$ cat src/radix_ascii_formatter_macros.svh
// ----------------------------------------------------------------------------
// radix_ascii_formatter_macros
// assertion macros used by the formatter rtl
// ----------------------------------------------------------------------------
`ifndef RADIX_ASCII_FORMATTER_MACROS_SVH
`define RADIX_ASCII_FORMATTER_MACROS_SVH

// same-cycle implication
`define RAF_ASSERT_IMP(lbl, clk_s, rstn_s, ante, cons) \
  lbl: assert property (@(posedge clk_s) disable iff (!rstn_s) (ante) |-> (cons)) \
    else $error("formatter assertion failed");

// next-cycle implication
`define RAF_ASSERT_NXT(lbl, clk_s, rstn_s, ante, cons) \
  lbl: assert property (@(posedge clk_s) disable iff (!rstn_s) (ante) |=> (cons)) \
    else $error("formatter assertion failed");

`endif

$ cat src/raf_pkg.sv
// ----------------------------------------------------------------------------
// raf_pkg
// constants, types and digit encoding for the radix ascii formatter
// ----------------------------------------------------------------------------
package raf_pkg;

  localparam logic [1:0] MODE_HEX     = 2'd0;
  localparam logic [1:0] MODE_DEC     = 2'd1;
  localparam logic [1:0] MODE_BIN     = 2'd2;
  localparam logic [1:0] MODE_BIN_ALT = 2'd3;

  localparam logic [7:0] ASCII_ZERO    = 8'd48;
  localparam logic [7:0] ASCII_NINE    = 8'd57;
  localparam logic [7:0] ASCII_UPPER_A = 8'd65;
  localparam logic [7:0] ASCII_UPPER_F = 8'd70;

  localparam logic [3:0] DEC_BASE   = 4'd10;
  localparam logic [3:0] DAB_THRESH = 4'd5;
  localparam logic [3:0] DAB_ADJ    = 4'd3;

  typedef struct packed {
    logic busy;
    logic done;
  } dab_stat_t;

  function automatic logic [7:0] digit_char(input logic [3:0] d);
    logic [3:0] ofs;
    ofs = d - DEC_BASE;
    if (d < DEC_BASE) begin
      return ASCII_ZERO + {4'd0, d};
    end else begin
      return ASCII_UPPER_A + {4'd0, ofs};
    end
  endfunction

endpackage

$ cat src/raf_dabble.sv
// ----------------------------------------------------------------------------
// raf_dabble
// bit-serial binary to bcd converter, shift-and-add-3, one bit per cycle
// ----------------------------------------------------------------------------
module raf_dabble #(
  parameter int VALUE_WIDTH = 64,
  parameter int DEC_DIGITS  = 20
) (
  input  logic                        clk,
  input  logic                        rst_n,
  input  logic                        start,
  input  logic [VALUE_WIDTH-1:0]      value,
  output logic [4*DEC_DIGITS-1:0]     bcd,
  output raf_pkg::dab_stat_t          stat
);
  import raf_pkg::*;

  localparam int BW = 4 * DEC_DIGITS;
  localparam int CW = $clog2(VALUE_WIDTH + 1);

  logic [VALUE_WIDTH-1:0] sh_r;
  logic [BW-1:0]          bcd_r;
  logic [BW-1:0]          adj;
  logic [BW-1:0]          bcd_nxt;
  logic [CW-1:0]          cnt_r;
  logic                   busy_r;
  logic                   done_r;

  always_comb begin
    adj = bcd_r;
    for (int i = 0; i < DEC_DIGITS; i++) begin
      if (bcd_r[4*i +: 4] >= DAB_THRESH) begin
        adj[4*i +: 4] = bcd_r[4*i +: 4] + DAB_ADJ;
      end
    end
    bcd_nxt = {adj[BW-2:0], sh_r[VALUE_WIDTH-1]};
  end

  always_ff @(posedge clk) begin
    if (!rst_n) begin
      busy_r <= 1'b0;
      done_r <= 1'b0;
    end else begin
      done_r <= 1'b0;
      if (start) begin
        sh_r   <= value;
        bcd_r  <= '0;
        cnt_r  <= CW'(VALUE_WIDTH);
        busy_r <= 1'b1;
      end else if (busy_r) begin
        sh_r  <= sh_r << 1;
        bcd_r <= bcd_nxt;
        cnt_r <= cnt_r - 1'b1;
        if (cnt_r == CW'(1)) begin
          busy_r <= 1'b0;
          done_r <= 1'b1;
        end
      end
    end
  end

  assign bcd       = bcd_r;
  assign stat.busy = busy_r;
  assign stat.done = done_r;

endmodule

$ cat src/radix_ascii_formatter.sv
// sequence: hex and binary load the value on accept and then emit digit
// positions msd first, skipping leading zero positions but never the last one;
// decimal first runs bit-serial bcd conversion in raf_dabble and hands the
// result over before emission; a new value is accepted only in idle, once the
// last digit of the previous value has been issued
// reset: synchronous active-low rst_n clears the fsm and output valid
// ----------------------------------------------------------------------------
// radix_ascii_formatter
// formats an unsigned value as hex, decimal or binary ascii, msd first
// ----------------------------------------------------------------------------
module radix_ascii_formatter #(
  parameter int VALUE_WIDTH = 64
) (
  input  logic        clk,
  input  logic        rst_n,
  input  logic        in_valid,
  output logic        in_ready,
  input  logic [63:0] in_value,
  input  logic [1:0]  in_mode,
  output logic        out_valid,
  input  logic        out_ready,
  output logic [7:0]  out_char_code,
  output logic        out_last
);
  import raf_pkg::*;
  `include "radix_ascii_formatter_macros.svh"

  localparam int HEX_DIGITS = (VALUE_WIDTH + 3) / 4;
  localparam int DEC_DIGITS = (VALUE_WIDTH * 30103) / 100000 + 1;
  localparam int HEX_W      = 4 * HEX_DIGITS;
  localparam int DEC_W      = 4 * DEC_DIGITS;
  localparam int EW         = (HEX_W > DEC_W) ? HEX_W : DEC_W;
  localparam int NW         = $clog2(VALUE_WIDTH + 1);

  typedef enum logic [1:0] {
    ST_IDLE,
    ST_CONV,
    ST_EMIT
  } state_t;

  state_t                 state_r;
  logic [1:0]             mode_r;
  logic [EW-1:0]          emit_r;
  logic [NW-1:0]          ndig_r;
  logic                   started_r;
  logic                   out_valid_r;
  logic [7:0]             out_char_r;
  logic                   out_last_r;

  logic [VALUE_WIDTH-1:0] val;
  logic [DEC_W-1:0]       bcd;
  dab_stat_t              dab_stat;
  logic                   dab_start;
  logic                   is_bin;
  logic [3:0]             top_digit;
  logic [EW-1:0]          emit_shift;
  logic                   slot_free;
  logic                   skip;

  assign val       = in_value[VALUE_WIDTH-1:0];
  assign in_ready  = (state_r == ST_IDLE);
  assign dab_start = in_valid && in_ready && (in_mode == MODE_DEC);

  raf_dabble #(
    .VALUE_WIDTH (VALUE_WIDTH),
    .DEC_DIGITS  (DEC_DIGITS)
  ) u_dabble (
    .clk   (clk),
    .rst_n (rst_n),
    .start (dab_start),
    .value (val),
    .bcd   (bcd),
    .stat  (dab_stat)
  );

  always_comb begin
    unique case (mode_r) inside
      MODE_BIN, MODE_BIN_ALT: is_bin = 1'b1;
      default:                is_bin = 1'b0;
    endcase
    top_digit  = is_bin ? {3'b000, emit_r[EW-1]} : emit_r[EW-1 -: 4];
    emit_shift = is_bin ? (emit_r << 1) : (emit_r << 4);
    slot_free  = !out_valid_r || out_ready;
    skip       = !started_r && (top_digit == 4'd0) && (ndig_r != NW'(1));
  end

  always_ff @(posedge clk) begin
    if (!rst_n) begin
      state_r     <= ST_IDLE;
      out_valid_r <= 1'b0;
      started_r   <= 1'b0;
    end else begin
      if (out_valid_r && out_ready) begin
        out_valid_r <= 1'b0;
      end
      unique case (state_r)
        ST_IDLE: begin
          if (in_valid) begin
            mode_r    <= in_mode;
            started_r <= 1'b0;
            unique case (in_mode) inside
              MODE_HEX: begin
                emit_r  <= EW'(val) << (EW - HEX_W);
                ndig_r  <= NW'(HEX_DIGITS);
                state_r <= ST_EMIT;
              end
              MODE_DEC: begin
                state_r <= ST_CONV;
              end
              MODE_BIN, MODE_BIN_ALT: begin
                emit_r  <= EW'(val) << (EW - VALUE_WIDTH);
                ndig_r  <= NW'(VALUE_WIDTH);
                state_r <= ST_EMIT;
              end
              default: begin
                state_r <= ST_IDLE;
              end
            endcase
          end
        end
        ST_CONV: begin
          if (dab_stat.done) begin
            emit_r  <= EW'(bcd) << (EW - DEC_W);
            ndig_r  <= NW'(DEC_DIGITS);
            state_r <= ST_EMIT;
          end
        end
        ST_EMIT: begin
          if (skip) begin
            emit_r <= emit_shift;
            ndig_r <= ndig_r - 1'b1;
          end else if (slot_free) begin
            out_valid_r <= 1'b1;
            out_char_r  <= digit_char(top_digit);
            out_last_r  <= (ndig_r == NW'(1));
            started_r   <= 1'b1;
            emit_r      <= emit_shift;
            ndig_r      <= ndig_r - 1'b1;
            if (ndig_r == NW'(1)) begin
              state_r <= ST_IDLE;
            end
          end
        end
        default: begin
          state_r <= ST_IDLE;
        end
      endcase
    end
  end

  assign out_valid     = out_valid_r;
  assign out_char_code = out_char_r;
  assign out_last      = out_last_r;

  `RAF_ASSERT_IMP(a_char_is_digit, clk, rst_n, out_valid,
    ((out_char_code >= ASCII_ZERO) && (out_char_code <= ASCII_NINE)) ||
    ((out_char_code >= ASCII_UPPER_A) && (out_char_code <= ASCII_UPPER_F)))
  `RAF_ASSERT_IMP(a_emit_has_digits, clk, rst_n, state_r == ST_EMIT, ndig_r != '0)
  `RAF_ASSERT_NXT(a_busy_after_accept, clk, rst_n, in_valid && in_ready, !in_ready)
  `RAF_ASSERT_IMP(a_conv_tracks_dabble, clk, rst_n, state_r == ST_CONV,
    dab_stat.busy || dab_stat.done)

endmodule
$ cat config.mk
export PLATFORM = sky130hd
export DESIGN_NAME = radix_ascii_formatter
export DESIGN_NICKNAME = d
export VERILOG_FILES = /design/src/raf_pkg.sv /design/src/raf_dabble.sv /design/src/radix_ascii_formatter.sv
export VERILOG_INCLUDE_DIRS = /design/src /design/src/src
export SDC_FILE = /design/constraint.sdc
export NUM_CORES = 1
export LEC_CHECK = 0
export BUFFER_PORTS_ARGS = -buffer_cell sky130_fd_sc_hd__buf_2
export CORE_UTILIZATION = 60
export CTS_BUF_LIST = sky130_fd_sc_hd__clkbuf_8
export DETAILED_ROUTE_END_ITERATION = 8
export PLACE_DENSITY_LB_ADDON = 0.12
export SLEW_MARGIN = 20
export SYNTH_ARGS = -nofsm -noshare
export SYNTH_HDL_FRONTEND = slang
export SYNTH_SLANG_ARGS = --single-unit
$ cat constraint.sdc
create_clock -name clk -period 14.8 [get_ports clk]
set_input_delay 2.22 -clock clk [delete_from_list [all_inputs] [get_ports clk]]
set_output_delay 2.22 -clock clk [all_outputs]
set_load 0.005 [all_outputs]
==> flow_summary.toml, run 1 <==
[pwr]
leakage_nw = 5.534
clock_power_share_pct = 28.2
power.density_nw_per_um2 = 139.4
switching_power_mw = 0.6096
combinationalPowerShare_pct = 22.6
p_total_mw = 2.042
internal_power_mw = 1.432
swShare_pct = 29.86
seq_power_share_pct = 49.2
vdd_drop_max_uv = 87.54

[yosys]
synthFlopType = "edfxtp_1"
netlist_area_um2 = 13350
yosysSeqAreaShare_pct = 56.44
netlist.area_leader.share_pct = 55.54
synth_nets = 1211
synthMuxAreaShare_pct = 11.23
synth-compound-area-share_pct = 9.857
ys_types = 47
synth_async_sr_flop_share_pct = 0
ys_ff_latch = 253
synth_top_family_by_area = "multiplexers"
synth_enable_flop_cells = 247
synth-simple-area-share_pct = 10.45
yosysTopAreaCell = "edfxtp_1"
syn_area_per_cell_um2 = 12.25
synthAdderAreaFrac_pct = 4.778
synth_area_leaders = "edfxtp_1 56%, mux2i_1 5.9%, mux2_2 5.3%, ha_1 4.8%, a21oi_1 2.9%"
ys_warn_count = 0
syn_inst = 1090
synthXorXnorAreaFrac_pct = 3.214

[placement]
dp_hpwl_mm = 16.12
pre_cts_ws_ns = 9.263
gp_congestion = 0.7542
portBuffers = 79

[worst_setup_path]
start_kind = "primary input"
crit_fanout = 69
endpoint_kind = "flip-flop"
cp.arrival_ns = 5.21
cp.required_ns = 15.07
critical_path_class = "primary input to flip-flop"

[floorplan]
core_area_um2 = 21820
die_area_um2 = 22860
die_w_um = 151.2
io_pins = 81
die_height_um = 151.2
initial_core_util_pct = 61.19
fp-row-count = 54

[cts]
cts_sinks = 253
htreeDepth = 2
clk_path_buf_depth = 3
cts_hold_buf = 0
cts.repair.resized = 0
clkLatencyLatePin_ns = 0.54
cts-root-buf = "clkbuf_8"
post_cts_buffers = 0
cts_buffers = 44
cts_tree = "yes"
clkSlewWorstSetupHoldPaths_ns = 0.06

[sta]
setup_viol = 0
worst_slack_ns = 9.858
fin_crit_sh_pct = 33.39
slew_headroom_pct = 27.66
finClkSkew_ns = 0.01849
tightest_slew_ns = 1.085
tns_ns = 0
max_freq_mhz = 202.4
holdWs_ns = 0.4826
finalCriticalPeriod_ns = 4.942
slew_violations = 0
rsz0062_at_grt = "no"
final_hold_viol_count = 0

[global_route]
top_usage_layer = "met2"
grt_pass1_wl_mm = 41.07
globalRouteMet3Util_pct = 3.584
grt_pass1_vias = 8359
grt_max_degree = 82
grtUsageTotal_pct = 22.80
grt_overflow_total = 0
met2_usage_pct = 37.24
antenna_found_initial = 0
use_met1_pct = 31.69

[route]
wl_per_cell_um = 17.16
viasPerCell = 5.707
vias = 8452
routed_wl_mm = 25.41
ant_nets = 0
drc_errors = 0
first_pass_iters = 5
first_iter_violations = 504

[final_layout]
antennaDiodeCount = 0
drive_above_1_share_pct = 17.82
fin_nets = 1290
area_delta_synth_final_pct = 9.651
final.fill_count = 1682

[run_status]
status = "completed"

[flow_run]
cap_violations = 0

[worst_hold_path]
worstHoldPathType = "flip-flop to flip-flop"
[state kept, by name, indices dropped and copies added (netlist names)]
signal	flops
out_last	1
out_valid	1
ndig_r	7
emit_r	80
u_dabble.busy_r	1
u_dabble.bcd	80
mode_r	1
out_char_code	7
u_dabble.done_r	1
u_dabble.sh_r	64
u_dabble.cnt_r	7
state_r	2
started_r	1
[worst max-delay path: stages]
cell	delay (ns)
buf_2	0.12
nor2b_2	0.21
nor2b_4	0.86
buf_4	0.79
buf_4	0.58
mux2_2	0.40
[logic make-up (layout without fill, tap and decap cells)]
family	Yosys count	count (layout)
flip-flops	253	253
AND/OR/NAND/NOR	273	273
multiplexers	142	142
XOR/XNOR	49	49
AO/OA/AOI/OAI	212	212
adder cells (fa/ha/maj)	51	51
buffers and inverters	109	220
other	1	1
[power groups by stage]
stage,registers [mW],logic (mW),clock network (mW)
after floorplan,1.00,0.362,0
after global placement,1.01,0.454,0
after detailed placement,1.02,0.467,0
after CTS,1.00,0.469,0.589
after global routing,1.01,0.520,0.620
final,1.00,0.462,0.575
[layer usage]
| metal | vias up | wire length [um] |
|---|---|---|
| met1 | 4092 | 12030 |
| met3 | 33 | 1041 |
| li1 | 4153 | - |
| met2 | 174 | 11970 |
| met4 | 0 | 371 |
| met5 | - | 0 |
[through the flow]
step                area [um2]  util [%]  std cells
floorplan                13350         -       1090
global placement         13870     63.55       1403
detailed placement       13870     63.55       1403
CTS                      14640     67.10       1481
global route             14640     67.10       1481
finish                   14640     67.10       1481
[layout by cell type (no fill, tap or decap), drive strengths merged, types with 24 or more instances in the layout]
cell    instances
edfxtp        247
buf            87
mux2i          79
a21oi          77
inv            68
mux2           63
o21ai          61
nor2b          61
nor2           59
nand2          59
nand2b         51
ha             51
clkbuf         45
o221ai         32
xnor2          25
xor2           24
nor3           24
[path summary, 6_finish.rpt]
check / start / end / slack, ns / cells after the start
hold / removal: u_dabble.busy_r / u_dabble.done_r / 0.48 / 2
hold reg to reg: u_dabble.busy_r / u_dabble.done_r / 0.48 / 2
setup reg to reg: state_r[0] / u_dabble.sh_r[42] / 11.15 / 7
setup / recovery: in_mode[1] / u_dabble.sh_r[42] / 9.86 / 6
[synthesized netlist by cell type, types with 2 or more instances]
cell type and n:
nor2_1 59, a211oi_2 3, o22ai_1 7, edfxtp_1 247, clkbuf_1 18, o21ai_0 60, mux2i_1 79, nor2b_1 60
o2111a_1 2, a211oi_1 19, ha_1 51, and2_1 3, and3_1 2, xor2_1 24, nand3b_1 2, nand3_1 6
a21oi_1 77, dfxtp_1 6, buf_6 10, o221ai_1 32, nor3_1 24, buf_4 7, a32o_1 3, mux2_2 63
xnor2_1 25, nand2_1 59, buf_2 18, nand2b_1 51, inv_1 55
[cell type report]
type                       count  area [um2]  area share (%)
multi-input combinational    728        5319           36.32
clock inverter                33       155.1           1.060
inverter                      55       206.4           1.410
clock buffer                  45       619.3           4.230
sequential                   253        7537           51.47
tap                          280       350.3           2.393
timing repair buffer          87       455.4           3.110
(Power assumes the default switching activity.)
==> inputs of run 2 (changes only) <==
Clock period 14.8 ns to 4.85 ns, I/O delays scaled along.
==> flow_summary.toml, run 2 (synthesis results as in run 1) <==
[global_route]
grt_overflow_total = 0
grtUsageTotal_pct = 23.29
antenna_found_initial = 0
grt_pass1_vias = 8295
grt_pass1_wl_mm = 41.70
grt_max_degree = 154

[route]
vias = 8505
drc_errors = 0
first_iter_violations = 526
wl_per_cell_um = 17.44
viasPerCell = 5.727
routed_wl_mm = 25.89
first_pass_iters = 5
ant_nets = 0

[floorplan]
io_pins = 81
fp-row-count = 54
initial_core_util_pct = 61.19
die_height_um = 151.2
die_area_um2 = 22860
core_area_um2 = 21820
die_w_um = 151.2

[worst_setup_path]
crit_fanout = 45
cp.arrival_ns = 3.32
start_kind = "flip-flop"
endpoint_kind = "flip-flop"
r2r_slack_ns = 1.92
critical_path_class = "flip-flop to flip-flop"
r2r_cells = 6
worstReg2RegEnd = "emit_r[31]"
reg2reg_from = "state_r[0]"
cp.required_ns = 5.24

[final_layout]
layout_common_cells = "247 x edfxtp_1, 79 x mux2i_1, 79 x buf_2"
fin_nets = 1291
drive_above_1_share_pct = 18.42
stdcell_count = 1485
regArea_um2 = 7537
final_common_cell = "edfxtp_1"
multi_input_area_um2 = 5311
final.fill_count = 1641
area_delta_synth_final_pct = 10.42
antennaDiodeCount = 0

[cts]
clkSlewWorstSetupHoldPaths_ns = 0.06
cts-root-buf = "clkbuf_8"
cts_sinks = 253
clkLatencyLatePin_ns = 0.55
cts_tree = "yes"
cts.repair.resized = 0
cts_buffers = 44
post_cts_buffers = 0
cts_hold_buf = 0
clk_path_buf_depth = 3
htreeDepth = 2

[sta]
slew_violations = 0
rsz0062_at_grt = "no"
tns_ns = 0
final_hold_viol_count = 0
setup_viol = 0
finClkSkew_ns = 0.01420
slew_headroom_pct = 28.63
finalCriticalPeriod_ns = 2.929
tightest_slew_ns = 1.071
max_freq_mhz = 341.4
fin_crit_sh_pct = 60.39

[placement]
dp_cells = 1404
portBuffers = 79
dp_hpwl_mm = 16.28
gp_congestion = 0.8232

[worst_hold_path]
worstHoldPathType = "primary input to flip-flop"
min_from = "in_mode[1]"
min_to = "mode_r[1]"
min_path_cells = 1

[pwr]
leakage_nw = 5.557
vdd_drop_max_uv = 212.1
power.density_nw_per_um2 = 433.8

[flow_run]
cap_violations = 0

[run_status]
status = "completed"
[run 2: power by group]
part	switching [mW]	leakage, nW	total (mW)	internal (mW)
clock	0.881	0.471	1.90	1.02
sequential	0.182	2.34	3.06	2.88
combinational	0.848	2.74	1.43	0.585
[run 2: area by class of cell]
type,count,share of cell area (%)
sequential,253,51.12
multi-input combinational,728,36.02
clock buffer,48,4.480
timing repair buffer,88,3.309
tap,280,2.376
inverter,55,1.400
clock inverter,33,1.298
[run 2: stage by stage]
| step | power (mW) | worst slack (ns) | util, % | cell area, um2 | hold slack, ns |
|---|---|---|---|---|---|
| 6_report | 6.396 | 1.921 | 67.57 | 14750 | 0.4082 |
| 4_1_cts | 6.458 | 1.943 | 67.57 | 14750 | 0.3773 |
| 2_1_floorplan | 4.153 | 0.9388 | - | 13360 | 0.4372 |
| 3_3_place_gp | 4.505 | 1.965 | 63.66 | 13890 | 0.4749 |
| 3_5_place_dp | 4.547 | 1.873 | 63.66 | 13890 | 0.4710 |
| 5_1_grt | 6.748 | 1.697 | 67.57 | 14750 | 0.3821 |
[run 2: worst max path at each step]
stage,from,end,slack [ns],cells past startpoint
finish,state_r[0],emit_r[31],1.92,6
global route,state_r[0],emit_r[78],1.70,6
CTS,state_r[0],emit_r[31],1.94,6
detailed placement,in_mode[1],u_dabble.bcd[0],1.87,5
global placement,in_mode[1],u_dabble.bcd[4],1.97,5
floorplan,mode_r[1],emit_r[0],0.94,9
[run 2: critical path, cell delays in order, from the launching register on]
cell and delay (ns):
dfxtp_1 0.41, inv_1 0.09, ha_2 0.87, and2_1 0.71, buf_4 0.45, a21oi_1 0.14, o21ai_0 0.08
[run 2: routing by layer]
| metal | wire length, um | share of wire (%) | track usage [%] | up-vias |
|---|---|---|---|---|
| li1 | - | - | - | 4147 |
| met1 | 12320 | 48 | 33.45 | 4130 |
| met2 | 11990 | 46 | 36.44 | 204 |
| met3 | 1302 | 5.0 | 4.217 | 24 |
| met4 | 278 | 1.1 | 6.100 | 0 |
| met5 | 0 | 0 | 0 | - |
==> inputs of run 3 (changes only) <==
Settings changed: CORE_UTILIZATION 60 to 57.
Clock period 4.85 ns to 2.5 ns, I/O delays scaled along.
==> flow_summary.toml, run 3 (synthesis results as in run 1) <==
[run_status]
status = "completed"

[placement]
dp_cells = 1446
portBuffers = 79
dp_hpwl_mm = 16.52
pre_cts_ws_ns = 0.2192
dpl-instance-area_um2 = 14130
gp_congestion = 0.7775

[floorplan]
core_area_um2 = 22780
die_height_um = 155.1
fp-row-count = 55
io_pins = 81
die_w_um = 155.1
initial_core_util_pct = 58.63
die_area_um2 = 24040

[flow_run]
cap_violations = 0

[worst_setup_path]
cp.required_ns = 2.71
reg2reg_from = "mode_r[1]"
crit_fanout = 47
startpoint = "mode_r[1]"
critical_path_class = "flip-flop to flip-flop"
endpoint_kind = "flip-flop"
start_kind = "flip-flop"
cp.arrival_ns = 2.53

[global_route]
antenna_found_initial = 0
grt_pass1_vias = 8570
grt_max_degree = 82
grt_pass1_wl_mm = 41.87
grtUsageTotal_pct = 21.59
grt_overflow_total = 0

[cts]
cts_sinks = 253
htreeDepth = 2
cts_buffers = 44
post_cts_buffers = 0
cts-root-buf = "clkbuf_8"
cts_hold_buf = 0
clkSlewWorstSetupHoldPaths_ns = 0.06
cts_tree = "yes"
cts.repair.resized = 0
clkLatencyLatePin_ns = 0.55
clk_path_buf_depth = 3

[sta]
tightest_slew_ns = 0.6873
fin_crit_sh_pct = 92.70
finClkSkew_ns = 0.01997
max_freq_mhz = 431.5
setup_viol = 0
slew_headroom_pct = 54.18
slew_violations = 0
holdWs_ns = 0.08240
worst_slack_ns = 0.1826
rsz0062_at_grt = "no"
finalCriticalPeriod_ns = 2.317
final_hold_viol_count = 0
tns_ns = 0

[pwr]
vdd_drop_max_uv = 447.5
clock_power_share_pct = 30.0
swShare_pct = 29.39
combinationalPowerShare_pct = 23.2
seq_power_share_pct = 46.8
switching_power_mw = 3.720
leakage_nw = 5.656
internal_power_mw = 8.937
p_total_mw = 12.66
power.density_nw_per_um2 = 843.3

[worst_hold_path]
worstHoldPathType = "primary input to flip-flop"
min_from = "in_mode[1]"

[final_layout]
fin_nets = 1300
drive_above_1_share_pct = 19.26
design_area_um2 = 15010
stdcell_count = 1528
antennaDiodeCount = 0
final_core_util_pct = 65.89
final_common_cell = "edfxtp_1"
layout_common_cells = "247 x edfxtp_1, 79 x buf_2, 78 x mux2i_1"
final.fill_count = 1750
area_delta_synth_final_pct = 12.39

[route]
routed_wl_mm = 25.22
first_iter_violations = 558
wl_per_cell_um = 16.50
viasPerCell = 5.520
ant_nets = 0
first_pass_iters = 5
drc_errors = 0
vias = 8435
==> run 3: cell type report <==
class | count | area, um2 | share of cell area, %
multi-input combinational | 728 | 5328 | 35.50
inverter | 55 | 206.4 | 1.376
clock buffer | 45 | 619.3 | 4.127
clock inverter | 37 | 255.2 | 1.701
tap | 313 | 391.6 | 2.609
sequential | 253 | 7540 | 50.24
timing repair buffer | 97 | 668.1 | 4.452
==> run 3: critical path, cell delays in order (launching register included) <==
cell and delay, ns:
edfxtp_1 0.43, buf_4 0.56, o21ai_0 0.22, o21ai_2 0.19, o2111a_2 0.28, buf_12 0.26
==> run 3: final timing paths <==
path / depth (start not counted) / slack, ns / endpoint
max: 5 / 0.18 / emit_r[40]
min: 1 / 0.08 / mode_r[1]
max reg2reg: 5 / 0.18 / emit_r[40]
min reg2reg: 2 / 0.49 / u_dabble.done_r
==> run 3: metal layers <==
metal	track usage, %	routed length, um
met5	0	0
met1	30.25	11920
met3	3.900	1033
met4	5.893	352
met2	34.68	11910
==> run 3: power groups by stage <==
stage               Clock (mW)  Combinational, mW  Sequential [mW]
detailed placement           0               2.96             6.01
floorplan                    0               2.18             5.90
global route              4.08               3.29             5.99
global placement             0               2.91             5.99
CTS                       3.90               2.98             5.93
finish                    3.80               2.94             5.92
